$ cat src/hw/rtl/ucal_pkg.sv
package ucal_pkg;

	localparam int unsigned SECS_PER_DAY = 86400;
	localparam int unsigned BASE_YEAR    = 1970;

	// Quotient bits of seconds / 86400: the largest day count is 49710
	localparam int unsigned QB = 16;

	// 86400 = 2^7 * 675: days = ((secs >> 7) * ceil(2^35 / 675)) >> 35,
	// exact for every 25-bit value of secs >> 7
	localparam int unsigned SECS_W      = 25;
	localparam int unsigned RECIP_SHIFT = 35;
	localparam int unsigned PROD_W      = 51;
	localparam logic [25:0] DAY_RECIP   = 26'd50903317;

	localparam int unsigned YEAR_W = 12;
	localparam logic [YEAR_W-1:0] YEAR_INIT = YEAR_W'(BASE_YEAR);
	localparam logic [6:0] YC_INIT = 7'(BASE_YEAR % 100);
	localparam logic [1:0] CC_INIT = 2'((BASE_YEAR / 100) % 4);
	localparam logic [6:0] YC_LAST = 7'd99;

	localparam logic [3:0] LAST_MONTH = 4'd11;
	localparam logic [3:0] FEB        = 4'd1;
	localparam logic [8:0] DAYS_LEAP  = 9'd366;
	localparam logic [8:0] DAYS_NORM  = 9'd365;

	localparam logic [4:0] MONTH_LEN [12] = '{
		5'd31, 5'd28, 5'd31, 5'd30, 5'd31, 5'd30,
		5'd31, 5'd31, 5'd30, 5'd31, 5'd30, 5'd31
	};

	// Microcode
	localparam int unsigned PC_W = 3;
	typedef logic [PC_W-1:0] pc_t;

	typedef enum logic [2:0] {
		OP_WAIT,
		OP_DIV,
		OP_YEAR,
		OP_MON,
		OP_OUT
	} ctl_op_t;

	localparam pc_t STEP_WAIT = 3'd0;
	localparam pc_t STEP_DIV  = 3'd1;
	localparam pc_t STEP_YEAR = 3'd2;
	localparam pc_t STEP_MON  = 3'd3;
	localparam pc_t STEP_OUT  = 3'd4;

	typedef struct packed {
		ctl_op_t op;
		pc_t     nxt;	// taken when the step's condition holds, else the step repeats
	} ucode_t;

	typedef struct packed {
		ctl_op_t op;
	} ctl_t;

	typedef struct packed {
		logic in_fire;
		logic year_done;
		logic mon_done;
		logic out_free;
	} flags_t;

	function automatic logic [4:0] month_len(input logic [3:0] idx, input logic leap);
		logic [4:0] len;
		len = (idx > LAST_MONTH) ? MONTH_LEN[LAST_MONTH] : MONTH_LEN[idx];
		if (idx == FEB && leap) begin
			len = len + 5'd1;
		end
		return len;
	endfunction

endpackage

$ cat src/hw/rtl/ucal_rom.sv
module ucal_rom (
	input  ucal_pkg::pc_t    addr,
	output ucal_pkg::ucode_t word
);

	always_comb begin
		case (addr)
			ucal_pkg::STEP_WAIT: word = '{op: ucal_pkg::OP_WAIT, nxt: ucal_pkg::STEP_DIV};
			ucal_pkg::STEP_DIV:  word = '{op: ucal_pkg::OP_DIV,  nxt: ucal_pkg::STEP_YEAR};
			ucal_pkg::STEP_YEAR: word = '{op: ucal_pkg::OP_YEAR, nxt: ucal_pkg::STEP_MON};
			ucal_pkg::STEP_MON:  word = '{op: ucal_pkg::OP_MON,  nxt: ucal_pkg::STEP_OUT};
			ucal_pkg::STEP_OUT:  word = '{op: ucal_pkg::OP_OUT,  nxt: ucal_pkg::STEP_WAIT};
			default:             word = '{op: ucal_pkg::OP_WAIT, nxt: ucal_pkg::STEP_WAIT};
		endcase
	end

endmodule

$ cat src/hw/rtl/ucal_datapath.sv
module ucal_datapath (
	input  logic                clk,
	input  logic                arst_n,
	input  ucal_pkg::ctl_t      ctl,
	output ucal_pkg::flags_t    flags,
	input  logic                in_valid,
	output logic                in_stall,
	input  logic [31:0]         epoch_seconds,
	output logic                out_valid,
	input  logic                out_stall,
	output logic [11:0]         cal_year,
	output logic [3:0]          cal_month,
	output logic [4:0]          cal_day
);

	logic [ucal_pkg::SECS_W-1:0]     secs_q;	// seconds / 128
	logic [ucal_pkg::QB-1:0]         days_q;
	logic [ucal_pkg::YEAR_W-1:0]     year_q;
	logic [6:0]                      yc_q;	// year within century
	logic [1:0]                      cc_q;	// century mod 4
	logic [3:0]                      mon_q;
	logic                            out_valid_q;
	logic [11:0]                     year_out_q;
	logic [3:0]                      month_out_q;
	logic [4:0]                      day_out_q;

	logic                            leap;
	logic [8:0]                      ylen;
	logic [4:0]                      mlen;
	logic [ucal_pkg::PROD_W-1:0]     day_prod;

	assign leap     = (year_q[1:0] == 2'b00) && ((yc_q != 7'd0) || (cc_q == 2'd0));
	assign ylen     = leap ? ucal_pkg::DAYS_LEAP : ucal_pkg::DAYS_NORM;
	assign mlen     = ucal_pkg::month_len(mon_q, leap);
	assign day_prod = ucal_pkg::PROD_W'(secs_q) * ucal_pkg::PROD_W'(ucal_pkg::DAY_RECIP);

	assign in_stall = (ctl.op != ucal_pkg::OP_WAIT);

	always_comb begin
		flags.in_fire   = (ctl.op == ucal_pkg::OP_WAIT) && in_valid;
		flags.year_done = days_q < {{(ucal_pkg::QB-9){1'b0}}, ylen};
		flags.mon_done  = (days_q < {{(ucal_pkg::QB-5){1'b0}}, mlen})
			|| (mon_q == ucal_pkg::LAST_MONTH);
		flags.out_free  = !out_valid_q || !out_stall;
	end

	always_ff @(posedge clk) begin
		case (ctl.op)
			ucal_pkg::OP_WAIT: begin
				if (in_valid) begin
					secs_q <= epoch_seconds[31:7];
					year_q <= ucal_pkg::YEAR_INIT;
					yc_q   <= ucal_pkg::YC_INIT;
					cc_q   <= ucal_pkg::CC_INIT;
					mon_q  <= '0;
				end
			end
			ucal_pkg::OP_DIV: begin
				days_q <= day_prod[ucal_pkg::RECIP_SHIFT +: ucal_pkg::QB];
			end
			ucal_pkg::OP_YEAR: begin
				if (!flags.year_done) begin
					days_q <= days_q - {{(ucal_pkg::QB-9){1'b0}}, ylen};
					year_q <= year_q + 1'b1;
					if (yc_q == ucal_pkg::YC_LAST) begin
						yc_q <= '0;
						cc_q <= cc_q + 1'b1;
					end else begin
						yc_q <= yc_q + 1'b1;
					end
				end
			end
			ucal_pkg::OP_MON: begin
				if (!flags.mon_done) begin
					days_q <= days_q - {{(ucal_pkg::QB-5){1'b0}}, mlen};
					mon_q  <= mon_q + 1'b1;
				end
			end
			ucal_pkg::OP_OUT: begin
				if (flags.out_free) begin
					year_out_q  <= year_q;
					month_out_q <= mon_q + 1'b1;
					day_out_q   <= days_q[4:0] + 1'b1;
				end
			end
			default: begin
			end
		endcase
	end

	always_ff @(posedge clk or negedge arst_n) begin
		if (!arst_n) begin
			out_valid_q <= 1'b0;
		end else if (ctl.op == ucal_pkg::OP_OUT && flags.out_free) begin
			out_valid_q <= 1'b1;
		end else if (!out_stall) begin
			out_valid_q <= 1'b0;
		end
	end

	assign out_valid = out_valid_q;
	assign cal_year  = year_out_q;
	assign cal_month = month_out_q;
	assign cal_day   = day_out_q;

endmodule

$ cat src/hw/rtl/unix_seconds_to_calendar_date.sv
// Unix seconds to Gregorian date (year, month, day of month).
//
// Input channel: epoch_seconds with in_valid / in_stall. An item is taken
// when in_valid is high and in_stall is low. in_stall is low only while the
// sequencer sits in its wait step, so one item is converted at a time.
// Output channel: cal_year, cal_month, cal_day with out_valid / out_stall,
// held in an output register; a new item is accepted while a result waits.
//
// Each item runs a divide step (seconds to days by a multiply with the
// scaled reciprocal of 86400), then year steps, month steps and an output
// step. The year loop removes one year per cycle; the next item is taken
// only once the sequencer is back in its wait step.
// If the receiver stalls while a result is still held, the output step
// waits until the register frees up; held results never change.
// Reset returns the step counter to the wait step and clears out_valid.
module unix_seconds_to_calendar_date (
	input  logic        clk,
	input  logic        arst_n,
	input  logic        in_valid,
	output logic        in_stall,
	input  logic [31:0] epoch_seconds,
	output logic        out_valid,
	input  logic        out_stall,
	output logic [11:0] cal_year,
	output logic [3:0]  cal_month,
	output logic [4:0]  cal_day
);

	ucal_pkg::pc_t    pc_q;
	ucal_pkg::ucode_t word;
	ucal_pkg::ctl_t   ctl;
	ucal_pkg::flags_t flags;
	logic             go;

	ucal_rom u_rom (
		.addr (pc_q),
		.word (word)
	);

	assign ctl.op = word.op;

	always_comb begin
		case (word.op)
			ucal_pkg::OP_WAIT: go = flags.in_fire;
			ucal_pkg::OP_DIV:  go = 1'b1;
			ucal_pkg::OP_YEAR: go = flags.year_done;
			ucal_pkg::OP_MON:  go = flags.mon_done;
			ucal_pkg::OP_OUT:  go = flags.out_free;
			default:           go = 1'b1;
		endcase
	end

	always_ff @(posedge clk or negedge arst_n) begin
		if (!arst_n) begin
			pc_q <= ucal_pkg::STEP_WAIT;
		end else if (go) begin
			pc_q <= word.nxt;
		end
	end

	ucal_datapath u_dp (
		.clk           (clk),
		.arst_n        (arst_n),
		.ctl           (ctl),
		.flags         (flags),
		.in_valid      (in_valid),
		.in_stall      (in_stall),
		.epoch_seconds (epoch_seconds),
		.out_valid     (out_valid),
		.out_stall     (out_stall),
		.cal_year      (cal_year),
		.cal_month     (cal_month),
		.cal_day       (cal_day)
	);

endmodule

$ cat config.mk
export PLATFORM = sky130hd
export DESIGN_NAME = unix_seconds_to_calendar_date
export DESIGN_NICKNAME = d
export VERILOG_FILES = /design/src/hw/rtl/ucal_pkg.sv /design/src/hw/rtl/ucal_rom.sv /design/src/hw/rtl/ucal_datapath.sv /design/src/hw/rtl/unix_seconds_to_calendar_date.sv
export SDC_FILE = /design/constraint.sdc
export NUM_CORES = 1
export LEC_CHECK = 0
export ABC_AREA = 1
export BUFFER_PORTS_ARGS = -buffer_cell sky130_fd_sc_hd__buf_2
export CAP_MARGIN = 0
export CORE_UTILIZATION = 40
export CTS_CLUSTER_SIZE = 30
export DETAILED_ROUTE_END_ITERATION = 6
export PLACE_DENSITY = 0.6
export SLEW_MARGIN = 20
export SYNTH_ARGS = -nofsm -noshare
export SYNTH_HDL_FRONTEND = slang
export SYNTH_HIERARCHICAL = 1
export SYNTH_SLANG_ARGS = --single-unit
$ cat constraint.sdc
create_clock -name clk -period 12.55 [get_ports clk]
set_clock_uncertainty 0.05 [all_clocks]
set_input_delay 0.6275 -clock clk [delete_from_list [all_inputs] [get_ports clk]]
set_output_delay 0.6275 -clock clk [all_outputs]
set_load 0.02 [all_outputs]
**Word level (Yosys, flattened, before mapping)**

Memories as Yosys holds them, arrays and structs flattened.
Index checks and enable logic that the tools add are counted.
W data, S select, Z words.

- Register bits after elaboration: 91
- Bits in latches: 0
- Bits in writable memories: 0
- Bits in read-only memories: 80
- Input bits: 36
- Output and inout bits: 23
- Logic and storage cells: 92
- Memories: 1

Memory list:

| name | words | bits a word | read ports | clocked after memory_dff | wr ports | line | text |
|---|---|---|---|---|---|---|---|
| (no name shown) | 16 | 5 | 1 | 0 | 0 | ucal_pkg.sv:68 | `len = (idx > LAST_MONTH) ? MONTH_LEN[LAST_MONTH] : MONTH_LEN[idx];` |

- Add/sub/neg operators: 8
- Multipliers: 1
- Div/mod/pow operators: 0
- Order comparisons: 4
- Eq/ne operators: 16
- Shifts and indexed selects: 0
- Multiplexer cells: 26
- Bitwise logic cells: 1
- Reductions and logical operators: 24

Operator list:

| kind | count |
|---|---|
| $mul A25 B26 Y51 const B | 1 |
| $pmux W16 S3 | 1 |
| $mux W16 | 2 |
| $pmux W6 S5 | 1 |
| $mux W12 | 2 |
| $pmux W12 S2 | 1 |
| $mux W7 | 3 |
| $mux W5 | 4 |
| $lt A16 B5 Y1 | 1 |
| $lt A16 B9 Y1 | 1 |
| $sub A16 B5 Y16 | 1 |
| $sub A16 B9 Y16 | 1 |
| $pmux W7 S2 | 1 |
| $add A12 B1 Y12 const B | 1 |
| $eq A3 B2 Y1 const B | 4 |
| $add A5 B1 Y5 const B | 2 |
| $reduce_and A3 Y1 | 3 |
| $mux W2 | 4 |
| $mux W4 | 2 |
| $pmux W4 S2 | 1 |
| $add A7 B1 Y7 const B | 1 |
| $eq A7 B7 Y1 const B | 1 |
| $reduce_bool A7 Y1 | 1 |
| $eq A3 B1 Y1 const B | 2 |
| other kinds (22) | 38 |

**Logic depth before layout (Yosys ltp)**

- Depth in word-level cells: 11
- Gate-level depth with buffers: 29
- Gate-level depth less buffers: 29

**Hierarchy**

The synthesis kept the hierarchy.

Modules (own cells, without submodules):

| module | instances | cells each | area an instance (um^2) | sequential area each (um^2) |
|---|---|---|---|---|
| ucal_datapath | 1 | 2033 | 16110.5 | 2637.5 |
| unix_seconds_to_calendar_date | 1 | 31 | 198.9 | 75.1 |
| ucal_rom | 1 | 11 | 56.3 | 0.0 |

**Worst setup path before layout**

No wires, ideal clock.

- Path kind: reg-to-reg
- Start: reg u_dp/secs_q[5] (netlist bit)
- End: reg u_dp/days_q[5] (netlist bit), data pin
- Library setup time: 0.254 ns
- Data arrival time: 5.233 ns
- Data required time: 12.246 ns
- Slack: 7.014 ns
- Cell stages (with the launch flop): 28
- Buffers on the path: 0
- Clock period less this slack: 5.536 ns
- Cell sequence: edfxtp_1 -> inv_1 -> ha_1 -> inv_1 -> fa_1 -> ha_1 -> inv_1 -> fa_1 -> inv_1 -> fa_1 -> fa_1 -> inv_1 -> fa_1 -> inv_1 -> ha_1 -> nand2_1 -> nor2_1 -> inv_1 -> nor2_1 -> inv_1 -> nor2_1 -> nand2_1 -> nand2_1 -> nor2_1 -> nand2_1 -> nand2_1 -> nand3_1 -> nand2_1

- Cells in the longest elaborated chain, start to end: 2

Ends and longest elaborated chain:

| item | line | text |
|---|---|---|
| start, declared | ucal_datapath.sv:16 | `logic [ucal_pkg::SECS_W-1:0] secs_q;` |
| start signal, assigned | ucal_datapath.sv:51 | `secs_q <= epoch_seconds[31:7];` |
| $mul A25 B26 Y51 | ucal_datapath.sv:35 | `assign day_prod = ucal_pkg::PROD_W'(secs_q) * ucal_pkg::PROD_W'(ucal_pkg::DAY_RECIP);` |
| $pmux W16 S3 | ucal_datapath.sv:48 | `case (ctl.op)` |
| end signal, assigned | ucal_datapath.sv:59 | `days_q <= day_prod[ucal_pkg::RECIP_SHIFT +: ucal_pkg::QB];` |
| end signal, assigned | ucal_datapath.sv:63 | `days_q <= days_q - {{(ucal_pkg::QB-9){1'b0}}, ylen};` |
| end signal, assigned | ucal_datapath.sv:75 | `days_q <= days_q - {{(ucal_pkg::QB-5){1'b0}}, mlen};` |
| end, declared | ucal_datapath.sv:17 | `logic [ucal_pkg::QB-1:0] days_q;` |

No other way between the ends.
A chain may end at the register's enable or synchronous reset.

**Final worst setup path**

- Start: reg u_dp/secs_q[22] (netlist bit)
- End: reg u_dp/days_q[1] (netlist bit), data pin

Same word-level chain as after synthesis.

==> out/metrics.yaml <==
outcome: "complete, no violations"
path_clk_slew_ns: 0.08
pin_count: 59
gr-max-usage-layer: "met2"
rsz0062_at_grt: "no"
vias: 12850
layout.cells.non_filler: 2665
fin_util_pct: 43.96
min_period_over_period_pct: 51.39
cts_resized: 0
grt_pass1_vias: 13090
initial_core_util_pct: 40.91
ys_async_sr_fraction_pct: 4.396
yosys_register_bits: 91
clock_sinks: 91
synth_area_leaders: "ha_1 23%, fa_1 22%, edfxtp_1 16%, inv_1 14%, nand2_1 11%"
rows: 73
setup_violations: 0
met2_usage_pct: 34.30
fin_crit_ns: 6.449
worstMarginPinSlew_ns: 0.7623
firstDrtPassIters: 7
drt_drc_violations_left: 0
ys_types: 42
max_freq_ghz: 0.1551
cp-start-kind: "flip-flop"
hold_path.class: "primary input to flip-flop"
cp-end-kind: "flip-flop"
crit_path_max_fanout: 8
post-place-ws_ns: 6.143
finalWirelength_mm: 41.42
setup_tns_ns: 0
grtUsageMet3_pct: 4.640
postCtsSetupBuffers: 0
fillerInstances: 4014
reg2reg_depth: 23
numCtsBuffers: 9
clockBufferDepth: 2
cts_root_buffer: "clkbuf_16"
diodes: 0
ys.flop_type: "edfxtp_1"
place_hpwl_mm: 35.51
fp.dieH_um: 204.3
drive_gt1_share_pct: 5.187
synth_area_per_cell_um2: 7.887
hold_depth: 1
cap_violations: 0
cp.required_ns: 12.65
hold_violations: 0
netlist_area_um2: 16370
crit_arrival_ns: 6.55
ys_top_cells_by_count: "618 x inv_1, 463 x nand2_1, 305 x ha_1"
numPortBuffers: 51
grt_pass1_wl_mm: 68.44
path_cells: "fa_1, inv_1, fa_1, inv_1, fa_1, inv_1, fa_1, inv_1, fa_1, fa_1, ha_1, ha_1, nand2_1, nor2_1, inv_1, nor2_1, inv_1, nor3_1, nand2_1, nand2_1, nand2_1, nand3_1, nand2_1"
syn_to_final_growth_pct: 7.462
final_nets: 2658
use_met1_pct: 29.65
syn-instance-count: 2075
cpPeakStageDelay_ns: 0.65
cts_tree: "yes"
fin_ws_ns: 6.101
drtIter0Drc: 938
routedWlPerCell_um: 15.54
synth.most_common_cell: "inv_1"
clk_latency_ns: 0.40
dp_cells: 2648
ys_seq_area_share_pct: 16.57
grt_max_degree: 29
yosysWarnings: 6
coreArea_um2: 40010
die_x_um: 204.3
cts_max_level: 3
avgViaCountPerCell: 4.823
synth_top_area_share_pct: 23.32
relSlewSlack_pct: 49.13
antenna_left: 0
synth_area_leader_cell: "ha_1"
gp_congestion: 0.9486
grt.total_usage_pct: 21.58
dieArea_um2: 41730
cpMaxStageDelayCell: "edfxtp_1"
grt-ovfl-total: 0
path_class: "flip-flop to flip-flop"
syn_nets: 2598
drv_slew: 0
synth_edf_count: 87
antenna_found_initial: 0
[per-stage QoR]
stage / hold slack, ns / cell area [um^2]
floorplan: 0.2819 / 16370
global placement: 0.3848 / 17270
detailed placement: 0.3890 / 17270
CTS: 0.3151 / 17580
global route: 0.3324 / 17590
finish: 0.3510 / 17590
[critical path, delay by kind of cell, from the launching register on]
family / cells / cell delay, ns
adder cells (fa/ha/maj): 8 / 3.98
AND/OR/NAND/NOR: 9 / 1.11
flip-flops: 1 / 0.65
buffers and inverters: 6 / 0.40
[sequential cells by signal, summed over array words and instances, names as in the netlist, 2 cells and up]
signal,flops
pc_q,3
u_dp/cal_day,5
u_dp/cal_month,4
u_dp/cal_year,12
u_dp/cc_q,2
u_dp/days_q,16
u_dp/mon_q,4
u_dp/secs_q,25
u_dp/yc_q,7
u_dp/year_q,12
[routing by layer]
metal | share of wire (%) | up-vias | wire length [um]
li1 | - | 6394 | -
met2 | 45 | 306 | 18570
met4 | 1.7 | 0 | 707
met3 | 6.1 | 37 | 2526
met5 | 0 | - | 0
met1 | 47 | 6116 | 19620
[logic make-up after synthesis]
| kind of cell | share of synthesized area [%] |
|---|---|
| AND/OR/NAND/NOR | 19.26 |
| buffers and inverters | 14.53 |
| adder cells (fa/ha/maj) | 45.58 |
| AO/OA/AOI/OAI | 3.463 |
| flip-flops | 16.57 |
| XOR/XNOR | 0.5887 |
[placed cells by master (no fill, tap or decap), types with 3 or more instances in the layout]
cell / instances
nand2_2: 10
nor2_1: 130
ha_1: 305
nor2_2: 6
nand4_1: 27
nand3b_1: 4
clkinv_4: 3
inv_1: 618
o21ai_2: 3
inv_8: 3
o21bai_1: 5
o21ai_1: 3
xnor2_1: 4
edfxtp_1: 87
a21oi_1: 51
o21ai_0: 21
nand2_1: 463
fa_1: 182
inv_2: 4
a31oi_1: 5
buf_4: 4
nor3_1: 21
xor2_1: 7
nand3_1: 80
clkbuf_16: 9
dfrtp_1: 4
or2_2: 8
buf_2: 51
[cell type report]
cell class                      instances  area, um^2  share of cell area (%)
Timing Repair Buffer                   56       295.3                   1.679
Clock buffer                            9       225.2                   1.281
Sequential cell                        91        2713                   15.42
Inverter                              622        2335                   13.28
Tap cell                              525       656.9                   3.735
Multi-Input combinational cell       1355       11290                   64.17
Clock inverter                          7       76.32                  0.4340
[final timing paths]
check | slack [ns] | end | startpoint
hold / removal | 0.35 | u_dp/secs_q[12] | epoch_seconds[19]
setup reg to reg | 6.10 | u_dp/days_q[1] | u_dp/secs_q[22]
setup / recovery | 6.10 | u_dp/days_q[1] | u_dp/secs_q[22]
max in group asynchronous | 11.81 | u_dp/out_valid | arst_n
hold reg to reg | 0.42 | u_dp/cal_year[3] | u_dp/year_q[3]
min in group asynchronous | 0.52 | pc_q[1] | arst_n
[what timing repair did]
action                                  4_1_cts  5_1_grt
endpoints found under the setup margin        0        0
hold buffers                                  1        0
endpoints found under the hold margin         4        0
Power is not shown: default switching activity piles up to over one toggle a cycle in this logic, so the estimate is an artifact.
